### src/rtl/mhpq_pkg.sv
`timescale 1ns / 1ps
// Shared types and codes for the max-heap priority queue.
// No dependencies; imported by the controller, datapath and top level.
package mhpq_pkg;

   localparam logic [1:0] KIND_INSERT  = 2'd0;
   localparam logic [1:0] KIND_EXTRACT = 2'd1;
   localparam logic [1:0] KIND_DRAIN   = 2'd2;

   localparam logic [1:0] ST_OK    = 2'd0;
   localparam logic [1:0] ST_FULL  = 2'd1;
   localparam logic [1:0] ST_EMPTY = 2'd2;

   // controller -> datapath
   typedef struct packed {
      logic       ins_start;   // load value, open hole at count, count++
      logic       take_start;  // read root and last entry, count--
      logic       take_latch;  // capture root and last entry, hole at root
      logic       up_read;     // read parent of hole
      logic       up_step;     // move parent down or settle value
      logic       up_root;     // hole reached root: settle value
      logic       down_read;   // read both children of hole
      logic       down_step;   // move larger child up or settle value
      logic       emit;        // load the output register
      logic       emit_top;    // word carries the extracted root
      logic       emit_last;
      logic [1:0] emit_code;
   } mhpq_cmd_type;

   // datapath -> controller
   typedef struct packed {
      logic full;
      logic empty;
      logic pos_zero;
      logic up_move;
      logic down_done;
      logic out_free;
   } mhpq_stat_type;

endpackage

### src/rtl/mhpq_ctrl.sv
`timescale 1ns / 1ps
// Sequencer for the max-heap queue: decodes requests and steps sift-up,
// sift-down and the drain loop. Depends on mhpq_pkg.
module mhpq_ctrl (
   input  logic                   clock,
   input  logic                   reset,
   input  logic                   req_valid,
   input  logic [1:0]             req_kind,
   output logic                   req_stall,
   input  mhpq_pkg::mhpq_stat_type stat,
   output mhpq_pkg::mhpq_cmd_type  cmd
);
   import mhpq_pkg::*;

   typedef enum logic [2:0] {
      S_IDLE,
      S_UP,
      S_UP_CMP,
      S_TAKE,
      S_DOWN,
      S_DOWN_CMP,
      S_EMIT
   } state_type;

   state_type  state_ff, state_in;
   logic [1:0] code_ff, code_in;
   logic       top_ff, top_in;
   logic       drain_ff, drain_in;

   assign req_stall = (state_ff != S_IDLE);

   always_comb begin
      state_in = state_ff;
      code_in  = code_ff;
      top_in   = top_ff;
      drain_in = drain_ff;
      cmd      = '0;
      cmd.emit_code = code_ff;
      cmd.emit_top  = top_ff;
      unique case (state_ff)
         S_IDLE: begin
            if (req_valid) begin
               unique case (req_kind)
                  KIND_INSERT: begin
                     top_in   = 1'b0;
                     drain_in = 1'b0;
                     if (stat.full) begin
                        code_in  = ST_FULL;
                        state_in = S_EMIT;
                     end else begin
                        code_in       = ST_OK;
                        cmd.ins_start = 1'b1;
                        state_in      = S_UP;
                     end
                  end
                  KIND_EXTRACT, KIND_DRAIN: begin
                     if (stat.empty) begin
                        code_in  = ST_EMPTY;
                        top_in   = 1'b0;
                        drain_in = 1'b0;
                        state_in = S_EMIT;
                     end else begin
                        code_in        = ST_OK;
                        top_in         = 1'b1;
                        drain_in       = (req_kind == KIND_DRAIN);
                        cmd.take_start = 1'b1;
                        state_in       = S_TAKE;
                     end
                  end
                  default: ;  // unused code: word dropped
               endcase
            end
         end
         S_UP: begin
            if (stat.pos_zero) begin
               cmd.up_root = 1'b1;
               state_in    = S_EMIT;
            end else begin
               cmd.up_read = 1'b1;
               state_in    = S_UP_CMP;
            end
         end
         S_UP_CMP: begin
            cmd.up_step = 1'b1;
            state_in    = stat.up_move ? S_UP : S_EMIT;
         end
         S_TAKE: begin
            cmd.take_latch = 1'b1;
            state_in       = S_DOWN;
         end
         S_DOWN: begin
            cmd.down_read = 1'b1;
            state_in      = S_DOWN_CMP;
         end
         S_DOWN_CMP: begin
            cmd.down_step = 1'b1;
            state_in      = stat.down_done ? S_EMIT : S_DOWN;
         end
         S_EMIT: begin
            if (stat.out_free) begin
               cmd.emit      = 1'b1;
               cmd.emit_last = !(drain_ff && !stat.empty);
               // drain: start the next take in the same cycle
               if (drain_ff && !stat.empty) begin
                  cmd.take_start = 1'b1;
                  state_in       = S_TAKE;
               end else begin
                  state_in = S_IDLE;
               end
            end
         end
         default: state_in = S_IDLE;
      endcase
   end

   always_ff @(posedge clock) begin
      if (reset) begin
         state_ff <= S_IDLE;
         code_ff  <= ST_OK;
         top_ff   <= 1'b0;
         drain_ff <= 1'b0;
      end else begin
         state_ff <= state_in;
         code_ff  <= code_in;
         top_ff   <= top_in;
         drain_ff <= drain_in;
      end
   end

endmodule

### src/rtl/mhpq_dpath.sv
`timescale 1ns / 1ps
// Heap store, entry count, hole pointer, compare logic and output register.
// Depends on mhpq_pkg; driven by mhpq_ctrl.
module mhpq_dpath #(
   parameter int DEPTH = 16
) (
   input  logic                                clock,
   input  logic                                reset,
   input  logic signed [31:0]                  req_value,
   input  mhpq_pkg::mhpq_cmd_type               cmd,
   output mhpq_pkg::mhpq_stat_type              stat,
   output logic                                rsp_valid,
   input  logic                                rsp_stall,
   output logic signed [31:0]                  rsp_result_value,
   output logic [1:0]                          rsp_status,
   output logic [$clog2(DEPTH+1)-1:0]          rsp_count_after,
   output logic                                rsp_last
);
   import mhpq_pkg::*;

   localparam int AW  = $clog2(DEPTH);
   localparam int CW  = $clog2(DEPTH + 1);
   localparam int XW  = AW + 2;  // child index, up to 2*DEPTH
   localparam logic [CW-1:0] FULL_COUNT = CW'(DEPTH);

   logic signed [31:0] heap_mem [DEPTH];

   logic [CW-1:0]      count_ff, count_in;
   logic [AW-1:0]      pos_ff, pos_in;
   logic signed [31:0] val_ff, val_in;
   logic signed [31:0] top_ff, top_in;
   logic signed [31:0] rda_ff, rdb_ff;

   logic               rsp_valid_ff, rsp_valid_in;
   logic signed [31:0] rsp_value_ff;
   logic [1:0]         rsp_status_ff;
   logic [CW-1:0]      rsp_count_ff;
   logic               rsp_last_ff;

   logic [AW-1:0]      rd_a_addr, rd_b_addr, parent, last_addr;
   logic [XW-1:0]      left_idx, right_idx, count_x;
   logic               left_ok, right_ok, big_left, big_right;
   logic signed [31:0] big_val, child_val;
   logic [XW-1:0]      child_idx;
   logic               wr_en;
   logic [AW-1:0]      wr_addr;
   logic signed [31:0] wr_data;
   logic               out_free;

   assign parent    = AW'((pos_ff - AW'(1)) >> 1);
   assign left_idx  = {1'b0, pos_ff, 1'b1};
   assign right_idx = left_idx + XW'(1);
   assign count_x   = XW'(count_ff);
   assign last_addr = AW'(count_ff - CW'(1));

   // sift-down choice: larger child, left wins a tie, move only past strictly smaller
   assign left_ok   = (left_idx < count_x);
   assign right_ok  = (right_idx < count_x);
   assign big_left  = left_ok && (val_ff < rda_ff);
   assign big_val   = big_left ? rda_ff : val_ff;
   assign big_right = right_ok && (big_val < rdb_ff);
   assign child_val = big_right ? rdb_ff : rda_ff;
   assign child_idx = big_right ? right_idx : left_idx;

   assign out_free = !rsp_valid_ff || !rsp_stall;

   assign stat.full      = (count_ff == FULL_COUNT);
   assign stat.empty     = (count_ff == '0);
   assign stat.pos_zero  = (pos_ff == '0);
   assign stat.up_move   = (rda_ff < val_ff);
   assign stat.down_done = !big_left && !big_right;
   assign stat.out_free  = out_free;

   always_comb begin
      rd_a_addr = '0;
      rd_b_addr = last_addr;
      if (cmd.up_read) begin
         rd_a_addr = parent;
      end else if (cmd.down_read) begin
         rd_a_addr = left_idx[AW-1:0];
         rd_b_addr = right_idx[AW-1:0];
      end
   end

   always_comb begin
      wr_en   = cmd.up_root || cmd.up_step || cmd.down_step;
      wr_addr = pos_ff;
      wr_data = val_ff;
      if (cmd.up_step && stat.up_move) begin
         wr_data = rda_ff;
      end else if (cmd.down_step && !stat.down_done) begin
         wr_data = child_val;
      end
   end

   always_ff @(posedge clock) begin
      if (wr_en) begin
         heap_mem[wr_addr] <= wr_data;
      end
      rda_ff <= heap_mem[rd_a_addr];
      rdb_ff <= heap_mem[rd_b_addr];
   end

   always_comb begin
      count_in = count_ff;
      pos_in   = pos_ff;
      val_in   = val_ff;
      top_in   = top_ff;
      if (cmd.ins_start) begin
         val_in   = req_value;
         pos_in   = AW'(count_ff);
         count_in = count_ff + CW'(1);
      end
      if (cmd.take_start) begin
         count_in = count_ff - CW'(1);
      end
      if (cmd.take_latch) begin
         top_in = rda_ff;
         val_in = rdb_ff;
         pos_in = '0;
      end
      if (cmd.up_step && stat.up_move) begin
         pos_in = parent;
      end
      if (cmd.down_step && !stat.down_done) begin
         pos_in = child_idx[AW-1:0];
      end
   end

   always_comb begin
      rsp_valid_in = rsp_valid_ff;
      if (cmd.emit) begin
         rsp_valid_in = 1'b1;
      end else if (rsp_valid_ff && !rsp_stall) begin
         rsp_valid_in = 1'b0;
      end
   end

   always_ff @(posedge clock) begin
      if (reset) begin
         count_ff     <= '0;
         rsp_valid_ff <= 1'b0;
      end else begin
         count_ff     <= count_in;
         rsp_valid_ff <= rsp_valid_in;
      end
   end

   always_ff @(posedge clock) begin
      pos_ff <= pos_in;
      val_ff <= val_in;
      top_ff <= top_in;
      if (cmd.emit) begin
         rsp_value_ff  <= cmd.emit_top ? top_ff : 32'sd0;
         rsp_status_ff <= cmd.emit_code;
         rsp_count_ff  <= count_ff;
         rsp_last_ff   <= cmd.emit_last;
      end
   end

   assign rsp_valid        = rsp_valid_ff;
   assign rsp_result_value = rsp_value_ff;
   assign rsp_status       = rsp_status_ff;
   assign rsp_count_after  = rsp_count_ff;
   assign rsp_last         = rsp_last_ff;

endmodule

### src/rtl/max_heap_priority_queue.sv
`timescale 1ns / 1ps
// Binary max-heap priority queue of signed 32-bit words, up to DEPTH entries,
// held in a single memory with one write and two registered read ports.
// Handles one request at a time, staying busy until its word is emitted. An insert
// reads the parent of the hole and compares, once per level the new word climbs;
// an extract latches the root and last entry, then reads both children of the hole
// and compares, once per level the moved word sinks. The walk is paced by the
// read-compare-write loop of the heap, and a stalled output holds the queue busy.
// A drain gives one word per extracted entry, with last set on the final one. The
// output register lets a finished word wait while the next request is taken.
// Reset clears only the entry count, the output valid flag and the control state;
// no memory clearing pass is needed.
module max_heap_priority_queue #(
   parameter int DEPTH = 16
) (
   input  logic                       clock,
   input  logic                       reset,
   input  logic                       req_valid,
   output logic                       req_stall,
   input  logic [1:0]                 req_kind,
   input  logic signed [31:0]         req_value,
   output logic                       rsp_valid,
   input  logic                       rsp_stall,
   output logic signed [31:0]         rsp_result_value,
   output logic [1:0]                 rsp_status,
   output logic [$clog2(DEPTH+1)-1:0] rsp_count_after,
   output logic                       rsp_last
);
   import mhpq_pkg::*;

   localparam int CW = $clog2(DEPTH + 1);
   localparam logic [CW-1:0] FULL_COUNT = CW'(DEPTH);

   mhpq_cmd_type  cmd;
   mhpq_stat_type stat;

   mhpq_ctrl u_ctrl (
      .clock     (clock),
      .reset     (reset),
      .req_valid (req_valid),
      .req_kind  (req_kind),
      .req_stall (req_stall),
      .stat      (stat),
      .cmd       (cmd)
   );

   mhpq_dpath #(
      .DEPTH (DEPTH)
   ) u_dpath (
      .clock            (clock),
      .reset            (reset),
      .req_value        (req_value),
      .cmd              (cmd),
      .stat             (stat),
      .rsp_valid        (rsp_valid),
      .rsp_stall        (rsp_stall),
      .rsp_result_value (rsp_result_value),
      .rsp_status       (rsp_status),
      .rsp_count_after  (rsp_count_after),
      .rsp_last         (rsp_last)
   );

`ifndef ASSERT_OFF
   a_full_word: assert property (@(posedge clock) disable iff (reset)
      (rsp_valid && rsp_status == ST_FULL) |->
         (rsp_count_after == FULL_COUNT && rsp_last && rsp_result_value == 32'sd0))
      else $error("full word with bad count or payload");

   a_empty_word: assert property (@(posedge clock) disable iff (reset)
      (rsp_valid && rsp_status == ST_EMPTY) |->
         (rsp_count_after == '0 && rsp_last && rsp_result_value == 32'sd0))
      else $error("empty word with bad count or payload");

   a_drain_mid: assert property (@(posedge clock) disable iff (reset)
      (rsp_valid && !rsp_last) |-> (rsp_status == ST_OK && rsp_count_after != '0))
      else $error("drain word not last while heap is empty");

   a_busy_emit: assert property (@(posedge clock) disable iff (reset)
      (cmd.emit && cmd.take_start) |-> (!stat.empty && !cmd.emit_last))
      else $error("drain continued on an empty heap");
`endif

endmodule
### config.mk
export PLATFORM = sky130hd
export DESIGN_NAME = max_heap_priority_queue
export DESIGN_NICKNAME = d
export VERILOG_FILES = /design/src/rtl/mhpq_pkg.sv /design/src/rtl/mhpq_ctrl.sv /design/src/rtl/mhpq_dpath.sv /design/src/rtl/max_heap_priority_queue.sv
export SDC_FILE = /design/constraint.sdc
export NUM_CORES = 1
export LEC_CHECK = 0
export ABC_AREA = 0
export BUFFER_PORTS_ARGS = -buffer_cell sky130_fd_sc_hd__buf_2
export CAP_MARGIN = 25
export CORE_ASPECT_RATIO = 0.9
export CORE_UTILIZATION = 55
export CTS_BUF_LIST = sky130_fd_sc_hd__clkbuf_8 sky130_fd_sc_hd__clkbuf_16
export CTS_CLUSTER_DIAMETER = 200
export DETAILED_ROUTE_END_ITERATION = 6
export GPL_ROUTABILITY_DRIVEN = 0
export PLACE_DENSITY_LB_ADDON = 0.15
export SETUP_SLACK_MARGIN = 0.1
export SLEW_MARGIN = 30
export SYNTH_ARGS = -nofsm -noshare
export SYNTH_HDL_FRONTEND = slang
export SYNTH_SLANG_ARGS = --single-unit
### constraint.sdc
create_clock -name clock -period 17.5 [get_ports clock]
set_clock_uncertainty 0.05 [all_clocks]
set_input_delay 4.375 -clock clock [delete_from_list [all_inputs] [get_ports clock]]
set_output_delay 4.375 -clock clock [all_outputs]
set_load 0.03 [all_outputs]
# [Yosys cells after proc, flatten, opt, wreduce, memory -nomap -nowiden]
# Memory sizes are Yosys's and may differ from the RTL's. A register that Yosys moved wholly into a read port is not among the register bits.
# Index checks and enable logic that the tools add are counted.
[word_totals] reg_bits=121 mem_bits_rw=512 output_inout_bits=42 wordCells=122 n_memories=1
[classes] addsub=4 magnitude_cmp=5 eq_ne=12 n_mux=56 n_reduce_logical=31
[memory_table] memory="u_dpath.heap_mem" depth=16 word_bits=32 read_ports=2 rd_ports_with_merged_regs=2 wr=1 line_no="mhpq_dpath.sv:26" text="logic signed [31:0] heap_mem [DEPTH];"
[op_table] operator="32-bit 2-to-1 mux" count=6
[op_table] operator="32-bit less-than comparator" count=3
[op_table] operator="4-bit 2-to-1 mux" count=9
[op_table] operator="1-bit 2-to-1 mux" count=23
[op_table] operator="3-bit one-hot mux with 7 select lines" count=1
[op_table] operator="3-bit 2-to-1 mux" count=6
[op_table] operator="5-bit 2-to-1 mux" count=2
[op_table] operator="3-bit equality test (second input constant)" count=3
[op_table] operator="2-bit 2-to-1 mux" count=4
[op_table] operator="2-bit nonzero test" count=4
[op_table] operator="1-bit logical AND" count=7
[op_table] operator="1-bit logical NOT" count=7
[op_table] operator="5-bit by 1-bit adder with 6-bit output (second input constant)" count=1
[op_table] operator="3-bit by 2-bit equality test with 1-bit output (second input constant)" count=2
[op_table] operator="6-bit by 5-bit less-than comparator with 1-bit output" count=1
[op_table] operator="1-bit one-hot mux with 2 select lines" count=3
[op_table] operator="3-bit one-hot mux with 2 select lines" count=1
[op_table] operator="3-bit AND reduction" count=2
[op_table] operator="5-bit by 1-bit adder with 5-bit output (second input constant)" count=1
[op_table] operator="5-bit equality test (second input constant)" count=1
[op_table] operator="5-bit logical NOT" count=1
[op_table] operator="5-bit less-than comparator" count=1
[op_table] operator="5-bit by 1-bit subtractor with 5-bit output (second input constant)" count=1
[op_table] operator="4-bit logical NOT" count=1
[op_table] operator="other kinds (15)" count=17

# [Depth between registers and ports, before layout]
# Gate-level depths: netlist of the first run.
[logic_depth] depth_word=11 depth_mapped=22 depth_no_buf=19

# [Modules after synthesis]
# Synthesis of the first run repeated with hierarchy kept, for this count alone.
[unflattened] cells_unflattened=2147 hier_area_um2=32128.3
[modules_own_cells] mod="mhpq_dpath" instances=1 cells_per_inst=2077 area_per_inst_um2=31595.3
[modules_own_cells] mod="mhpq_ctrl" instances=1 cells_per_inst=70 area_per_inst_um2=533.0

# [Worst setup path before layout of the first run]
# No wires, ideal clock.
[synth_path] path_kind="input -> register" start="in rsp_stall" end="reg u_dpath.count_ff[3]" setup_ns=0.128 t_arrival_ns=7.417 required_time_ns=17.322 setup_slack_ns=9.905 cell_stages=7 n_path_buf=0 cell_sequence="a21oi_1 > a32oi_1 > a21oi_1 > nor2_1 > a22oi_1 > xnor2_1 > nor2_1"
[synth_between] elab_chain_cells=5
[synth_rtl] item="start: declaration" line_no="max_heap_priority_queue.sv:23" text="input logic rsp_stall,"
[synth_rtl] item="1-bit logical NOT (*)" line_no="mhpq_dpath.sv:65" text="assign out_free = !rsp_valid_ff || !rsp_stall;"
[synth_rtl] item="1-bit logical OR (*)" line_no="mhpq_dpath.sv:65"
[synth_rtl] item="1-bit 2-to-1 mux (*)" line_no="mhpq_ctrl.sv:100" text="if (stat.out_free) begin"
[synth_rtl] item="1-bit one-hot mux with 2 select lines (*)" line_no="mhpq_ctrl.sv:40" text="unique case (state_ff)"
[synth_rtl] item="5-bit 2-to-1 mux or 2-bit nonzero test (tied branches)"
[synth_rtl] item="end signal: assignment" line_no="mhpq_dpath.sv:144" text="count_ff <= count_in;"
[synth_rtl] item="end: declaration" line_no="mhpq_dpath.sv:28" text="logic [CW-1:0] count_ff, count_in;"
# Every way passes the cells marked *; elsewhere a longest branch is shown, timed or not.
# A chain may end at the register's enable or synchronous reset.

# [Final worst setup path of the first run]
[layout_path] start="reg u_dpath.val_ff[15]" end="mem u_dpath.heap_mem[6][23] (data pin)"
[layout_between] elab_chain_cells=11
[layout_rtl] item="start: declaration" line_no="mhpq_dpath.sv:30" text="logic signed [31:0] val_ff, val_in;"
[layout_rtl] item="start signal: assignment" line_no="mhpq_dpath.sv:151" text="val_ff <= val_in;"
[layout_rtl] item="32-bit less-than comparator" line_no="mhpq_dpath.sv:59" text="assign big_left = left_ok && (val_ff < rda_ff);"
[layout_rtl] item="1-bit logical AND" line_no="mhpq_dpath.sv:59"
[layout_rtl] item="32-bit 2-to-1 mux" line_no="mhpq_dpath.sv:60" text="assign big_val = big_left ? rda_ff : val_ff;"
[layout_rtl] item="32-bit less-than comparator" line_no="mhpq_dpath.sv:61" text="assign big_right = right_ok && (big_val < rdb_ff);"
[layout_rtl] item="1-bit logical AND" line_no="mhpq_dpath.sv:61"
[layout_rtl] item="1-bit logical NOT" line_no="mhpq_dpath.sv:71" text="assign stat.down_done = !big_left && !big_right;"
[layout_rtl] item="1-bit logical AND" line_no="mhpq_dpath.sv:71"
[layout_rtl] item="1-bit logical NOT" line_no="mhpq_dpath.sv:91" text="end else if (cmd.down_step && !stat.down_done) begin"
[layout_rtl] item="1-bit logical AND" line_no="mhpq_dpath.sv:91"
[layout_rtl] item="32-bit 2-to-1 mux" line_no="mhpq_dpath.sv:91"
[layout_rtl] item="32-bit 2-to-1 mux (*)" line_no="mhpq_dpath.sv:89" text="if (cmd.up_step && stat.up_move) begin"
[layout_rtl] item="named net u_dpath.wr_data[23]" line_no="mhpq_dpath.sv:47" text="logic signed [31:0] wr_data;"
[layout_rtl] item="end: declaration" line_no="mhpq_dpath.sv:26"
# The timed path passes the listed nets; every way through them passes the cells marked *.

==> results of run 1 <==
==> synthesized netlist by cell type, drive strengths merged, types with 3 or more instances <==
cell type	n	area share [%]
a211oi	40	0.93
a21boi	3	0.10
a21o	8	0.19
a21oi	70	1.1
a221o	3	0.092
a311oi	32	0.85
a31oi	72	1.4
and2	35	0.68
and3	68	1.3
buf	61	1.1
clkbuf	113	1.3
dfxtp	77	4.7
edfxtp	620	57
ha	81	3.1
inv	86	0.98
mux2	32	1.1
mux2i	35	1.1
mux4	128	8.8
nand2	492	5.6
nand2b	7	0.13
nand3	182	2.8
nand4	11	0.21
nor2	45	0.52
nor2b	35	0.67
nor3	17	0.26
nor3b	4	0.092
o211ai	32	0.73
o21a	4	0.11
o21ai	48	0.73
o221ai	32	1.4
o2bb2ai	3	0.080
or3	4	0.076
xnor2	11	0.29
==> cells in the final DEF (no fill, tap or decap), types with 3 or more instances in the layout <==
| master | instances |
|---|---|
| xnor2_1 | 11 |
| mux2_2 | 32 |
| clkinv_2 | 12 |
| buf_2 | 79 |
| and3_1 | 67 |
| o211ai_1 | 32 |
| inv_1 | 110 |
| nand2_1 | 489 |
| o2bb2ai_1 | 3 |
| nor3_2 | 6 |
| clkbuf_8 | 8 |
| dfxtp_1 | 77 |
| nor3b_1 | 3 |
| o21ai_4 | 3 |
| o21ai_0 | 44 |
| bufinv_16 | 6 |
| a311oi_1 | 32 |
| nor3_1 | 11 |
| edfxtp_1 | 620 |
| ha_1 | 81 |
| nor2_4 | 13 |
| mux2i_1 | 33 |
| nand4_1 | 11 |
| nor2b_1 | 35 |
| a211oi_1 | 39 |
| clkbuf_16 | 76 |
| o221ai_2 | 32 |
| a21oi_1 | 67 |
| buf_4 | 46 |
| and2_1 | 33 |
| a21o_1 | 7 |
| nor2_1 | 32 |
| or3_1 | 4 |
| a31oi_1 | 69 |
| a221o_1 | 3 |
| mux4_2 | 128 |
| nand3_1 | 180 |
| clkinv_1 | 3 |
| nand2b_1 | 7 |
==> cell families after synthesis <==
kind of cell | Yosys count
multiplexers | 195
buffers and inverters | 260
AO/OA/AOI/OAI | 363
adder cells (fa/ha/maj) | 81
XOR/XNOR | 12
flip-flops | 697
AND/OR/NAND/NOR | 909
==> power by group through the flow <==
stage,clock network (mW),registers [mW],logic (mW)
final,1.54,2.31,3.48
after floorplan,0,2.29,2.45
after global placement,0,2.33,3.34
after CTS,1.55,2.30,3.41
after global routing,1.62,2.33,3.74
after detailed placement,0,2.34,3.39
==> through the flow <==
step                      setup slack, ps  instance area [um^2]  utilization, %  hold slack (ps)  power (mW)
after detailed placement             9630                 34000            58.0              381        5.73
after floorplan                      9910                 32800               -              359        4.74
after CTS                            9590                 36400            62.1              390        7.27
after global placement               9420                 34000            58.0              372        5.67
after global routing                 9430                 36500            62.2              397        7.68
final                                9820                 36500            62.2              390        7.34
==> worst paths after layout <==
path	start	end	slack, ps	cells past startpoint
worst min-delay path	u_ctrl.code_ff[1]	u_dpath.rsp_status[1]	390	0
worst max register to register	u_dpath.val_ff[15]	u_dpath.heap_mem[6][23]	9820	19
worst max-delay path	u_dpath.val_ff[15]	u_dpath.heap_mem[6][23]	9820	19
worst min register to register	u_ctrl.code_ff[1]	u_dpath.rsp_status[1]	390	0
==> state kept, by name, indices dropped and copies added, names as in the netlist, 2 cells and up <==
name	flops
u_dpath.heap_mem	512
u_dpath.rda_ff	32
u_dpath.rdb_ff	32
u_dpath.rsp_result_value	32
u_dpath.top_ff	32
u_dpath.val_ff	32
u_dpath.count_ff	5
u_dpath.rsp_count_after	5
u_dpath.pos_ff	4
u_ctrl.state_ff	3
u_ctrl.code_ff	2
u_dpath.rsp_status	2
==> metal layers <==
metal	up-vias	wire, um	part of all wire (%)	GRT usage (%)
li1	9623	-	-	-
met1	11200	38800	40	46.4
met2	1483	41700	44	46.2
met3	201	12400	13	9.71
met4	6	2950	3.1	10.9
met5	-	34	0.035	0
==> layout make-up <==
| type | count | area (um^2) |
|---|---|---|
| clock inverter | 50 | 385 |
| tap | 774 | 968 |
| clock buffer | 83 | 2000 |
| multi-input combinational | 1560 | 11800 |
| inverter | 86 | 323 |
| timing repair buffer | 130 | 833 |
| sequential | 697 | 20200 |
| fill | 4323 | 22200 |
==> out/qor.yml, run 1 <==
synth_top_family_by_area: "simple AND/OR/NAND/NOR gates"
dp.cells: 3245
cts_max_path_buffers: 3
worst_pin_slew_ps: 1060
port_buffers: 79
finalSetupTns_ps: 0
die_y_um: 234
synth_edf_count: 620
max-cap-violations: 0
postCtsSetupBuffers: 0
crit_top_cell: "ha_1"
area_delta_synth_final_pct: 11.2
drtPass1Iterations: 5
io_pins: 80
slew_headroom_pct: 29.2
p_sw_mw: 2.96
critPathLaunchType: "flip-flop"
cts_root_buf: "clkbuf_16"
fin_nets: 2666
drt_iter0_drc: 3092
drive_gt1_share_pct: 18.3
outcome: "finished clean"
cts_tree: "built"
swShare_pct: 40.3
synth-adder-area-share_pct: 3.09
gr-total-overflow: 0
seq_area_frac_synth_pct: 61.5
clkLatencyLatePin_ps: 620
drc: 0
worstHoldPathType: "flip-flop to flip-flop"
via_per_inst: 6.65
final.period_utilization_pct: 43.9
syn_nets: 2636
synth_compound_area_share_pct: 8.15
synth_simple_gate_area_share_pct: 12.6
coreArea_um2: 58600
clkPwrFrac_pct: 21.0
setup-violations-final: 0
finalHoldViolCount: 0
vdd_drop_max_v: 0.000283
slew_violations: 0
vias: 22500
avgSynthCellArea_um2: 13.0
cp_slowest_cell: "nor3b_2"
grt_pass1_wl_mm: 141
ys_async_sr_fraction_pct: 0
yosysUniqueCellTypes: 74
cpPeakStageDelay_ps: 680
synth_seq_cells: 697
hpwl_mm: 55.4
cellPowerDensity_nw_per_um2: 201
antenna_found_initial: 5
ys.flop_type: "edfxtp_1"
period_needed_ps: 7680
crit_family: "compound AO/OA/AOI/OAI gates"
end_kind: "flip-flop"
combPwrFrac_pct: 47.5
power.leakage_nw: 13.1
fmax_mhz: 130
grtUsageTotal_pct: 32.1
path_clk_slew_ps: 60
rows: 84
seq_power_share_pct: 31.5
synthMuxAreaShare_pct: 11.0
dieWidth_um: 259
post_cts_resized: 0
cts_buffers: 72
die-area_um2: 60600
crit_arrival_ps: 7850
cts_hold_buf: 0
rsz0062_at_grt: "no"
crit_fanout: 32
grt_pass1_vias: 21900
floorplan.initialDensity_pct: 55.9
final_cells: 3380
ys_warn_count: 0
post_drt_wl_per_cell_um: 28.4
syn_area_um2: 32800
ant_nets: 0
cp_cell_sequence: "ha_1, nand4_1, nor4_1, o21ai_1, a31oi_2, nor3_1, nor3b_2, buf_4, mux2_2, ha_1, a21o_1, a21oi_1, o211ai_1, or4_1, a211oi_1, o21a_1, a21boi_4, o21a_4, o221ai_2"
grt_max_degree: 104
required_ps: 17660
drt_wl_total_mm: 95.9
cts.sinks: 697
h-tree-depth: 3
p_int_mw: 4.38
syn_inst: 2517
critical_path_class: "flip-flop to flip-flop"
crit_buf_inv: 1
n_antenna_cell: 0
synth-xor-area-share_pct: 0.321
Power figures use the tool's default switching activity.
==> run 2, diff against run 1 <==
ABC_AREA = 1   (was 0)
clock period = 7.75 ns   (was 17.5 ns; I/O delays follow)
==> run 2 against run 1 <==
The run now ends with DRC left. Die area rose by 6.0%. Routed wire length is 13% higher. Largest power group unchanged. Combinational power is 140% higher. Sequential cell count unchanged. Critical endpoint is now u_dpath.heap_mem[6][11]. Core utilization shrank 0.70 points.
==> out/qor.yml, run 2 <==
yosysUniqueCellTypes: 39  # -47%
area_delta_synth_final_pct: 10.7
drtPass1Iterations: 7  # +2
vias: 28800  # +28%
die-area_um2: 64200  # +6.0%
crit_top_cell: "nand2_1"
cts_max_path_buffers: 3  # unchanged
period_needed_ps: 6220  # -1460 ps
cellPowerDensity_nw_per_um2: 442  # +120%
rsz0062_at_grt: "no"
drive_gt1_share_pct: 7.88  # -10 points
seq_area_frac_synth_pct: 58.0  # -3.5 points
post_cts_resized: 0  # unchanged
synth_edf_count: 620  # unchanged
worst_pin_slew_ps: 1060  # +5.59 ps
floorplan.initialDensity_pct: 55.5  # -0.36 points
hpwl_mm: 60.1  # +8.4%
finalSetupTns_ps: 0  # unchanged
cts_root_buf: "clkbuf_16"
synth_top_family_by_area: "simple AND/OR/NAND/NOR gates"
required_ps: 8050  # -9610 ps
cts.sinks: 697  # unchanged
final.period_utilization_pct: 80.3  # +36 points
cts_hold_buf: 0  # unchanged
power.leakage_nw: 15.3  # +17%
coreArea_um2: 62600  # +6.7%
grt_pass1_wl_mm: 160  # +13%
io_pins: 80  # unchanged
n_antenna_cell: 0  # unchanged
largest_reg_flops: 512  # unchanged
crit_buf_inv: 6  # +5
slew_headroom_pct: 29.1  # -0.11 points
synthTopCellsByArea: "edfxtp_1, nand2_1, nand3_1, o211ai_1, inv_1"
synth-adder-area-share_pct: 2.92  # -0.18 points
synthMuxAreaShare_pct: 0  # -11 points
setup-violations-final: 0  # unchanged
crit_arrival_ps: 6520  # -1330 ps
ys_top_cells_by_count: "nand2_1, edfxtp_1, inv_1, nand3_1, o21ai_0"
ys.flop_type: "edfxtp_1"
crit_fanout: 36  # +13%
drt_iter0_drc: 4212  # +36%
port_buffers: 79  # unchanged
yosys.area.top_type: "edfxtp_1"
drt_wl_total_mm: 108  # +13%
final_cells: 4564  # +35%
postCtsSetupBuffers: 0  # unchanged
fmax_mhz: 161  # +24%
violations: "DRC"
synth_compound_area_share_pct: 15.3  # +7.1 points
critPathLaunchType: "flip-flop"
yosysMostFrequentCell: "nand2_1"
grt_busiest_layer: "met2"
outcome: "complete, but fails checks"
drc: 4  # +4
max-cap-violations: 0  # unchanged
h-tree-depth: 3  # unchanged
syn_area_um2: 34800  # +6.0%
final_cell_mix: "nand2_1, edfxtp_1, inv_1, nand3_1, o21ai_0"
via_per_inst: 6.31  # -5.2%
met3_usage_pct: 7.57  # -2.1 points
vdd_drop_max_v: 0.000447  # +58%
gr-usage-met1_pct: 47.1  # +0.74 points
rows: 87  # +3.6%
ant_nets: 0  # unchanged
die_y_um: 241  # +2.9%
dieWidth_um: 267  # +3.0%
fin_nets: 3778  # +42%
grt_pass1_vias: 26800  # +22%
synth-xor-area-share_pct: 0.252  # -0.069 points
finalHoldViolCount: 0  # unchanged
grt_max_degree: 213  # +100%
path_clk_slew_ps: 60  # about the same
gr-usage-met2_pct: 50.2  # +4.0 points
ys_async_sr_fraction_pct: 0  # unchanged
antenna_found_initial: 1  # -4
syn_inst: 3694  # +47%
top_register: "u_dpath.heap_mem"
syn_nets: 3813  # +45%
synth_simple_gate_area_share_pct: 15.5  # +2.9 points
fin_util_pct: 61.5  # -0.70 points
critical_path_class: "flip-flop to flip-flop"
end_kind: "flip-flop"
crit_family: "simple AND/OR/NAND/NOR gates"
hold_depth: 0  # unchanged
slew_violations: 0  # unchanged
dp.cells: 4427  # +36%
worstHoldPathType: "flip-flop to flip-flop"
avgSynthCellArea_um2: 9.41  # -28%
grtUsageTotal_pct: 33.6  # +1.5 points
worstRegToRegCells: 29  # +10
crit_cells: 29  # +10
gr-total-overflow: 0  # unchanged
cpPeakStageDelay_ps: 600  # -80 ps
finalPower_mw: 17.0  # +130%
yosys.area.top_type_share_pct: 53.6  # -3.2 points
cts_buffers: 75  # +4.2%
ys_warn_count: 0  # unchanged
synth_seq_cells: 697  # unchanged
whs_ps: 376  # -14.8 ps
post_drt_wl_per_cell_um: 23.6  # -17%
final_common_cell: "nand2_1"
cts_tree: "built"
cp_slowest_cell: "dfxtp_1"
clkLatencyLatePin_ps: 630  # about the same
[run 2: worst paths after layout]
check	startpoint	to	slack, ps
max reg2reg	u_dpath.rda_ff[11]	u_dpath.heap_mem[6][11]	1530
min reg2reg	u_ctrl.code_ff[0]	u_dpath.rsp_status[0]	380
min	u_ctrl.code_ff[0]	u_dpath.rsp_status[0]	380
max	u_dpath.rda_ff[11]	u_dpath.heap_mem[6][11]	1530
[run 2: worst register-to-register path: cells and delay by family, from the launching register on]
kind                       cells  cell delay, ps
AOI/OAI and AO/OA              1             100
DFF                            1             600
adders and majority gates      2             750
buffers and inverters          6            1380
and+or+nand+nor               20            3100
[run 2: cell families (layout without fill, tap and decap cells)]
group | after synthesis | in the layout
and+or+nand+nor | 1256 | 1256
AOI/OAI and AO/OA | 916 | 916
buffers and inverters | 734 | 759
DFF | 697 | 697
adders and majority gates | 81 | 81
xor gates and xnor gates | 10 | 10
[run 2: stage by stage]
step	worst slack (ps)	cell area, um^2
after floorplan	3020	34800
after global placement	1900	36000
after detailed placement	1780	36000
after CTS	1720	38500
after global routing	1080	38500
final	1530	38500
[run 2: report_power, final]
group / internal [mW] / total, mW / switching, mW
combinational: 2.24 / 8.19 / 5.95
sequential: 4.86 / 5.20 / 0.336
clock: 2.18 / 3.63 / 1.45
[run 2: final cells by class]
| class | instances | area [um^2] |
|---|---|---|
| clock buffer | 89 | 2090 |
| clock inverter | 48 | 422 |
| fill | 4964 | 24100 |
| inverter | 482 | 1820 |
| multi-input combinational | 2263 | 12000 |
| sequential | 697 | 20200 |
| tap | 845 | 1060 |
| timing repair buffer | 140 | 918 |
[run 2: layer usage]
layer,share of wire (%),vias to the layer above
met5,0.012,-
met4,4.0,2
met3,14,298
met2,43,1932
met1,39,13700
li1,-,12800
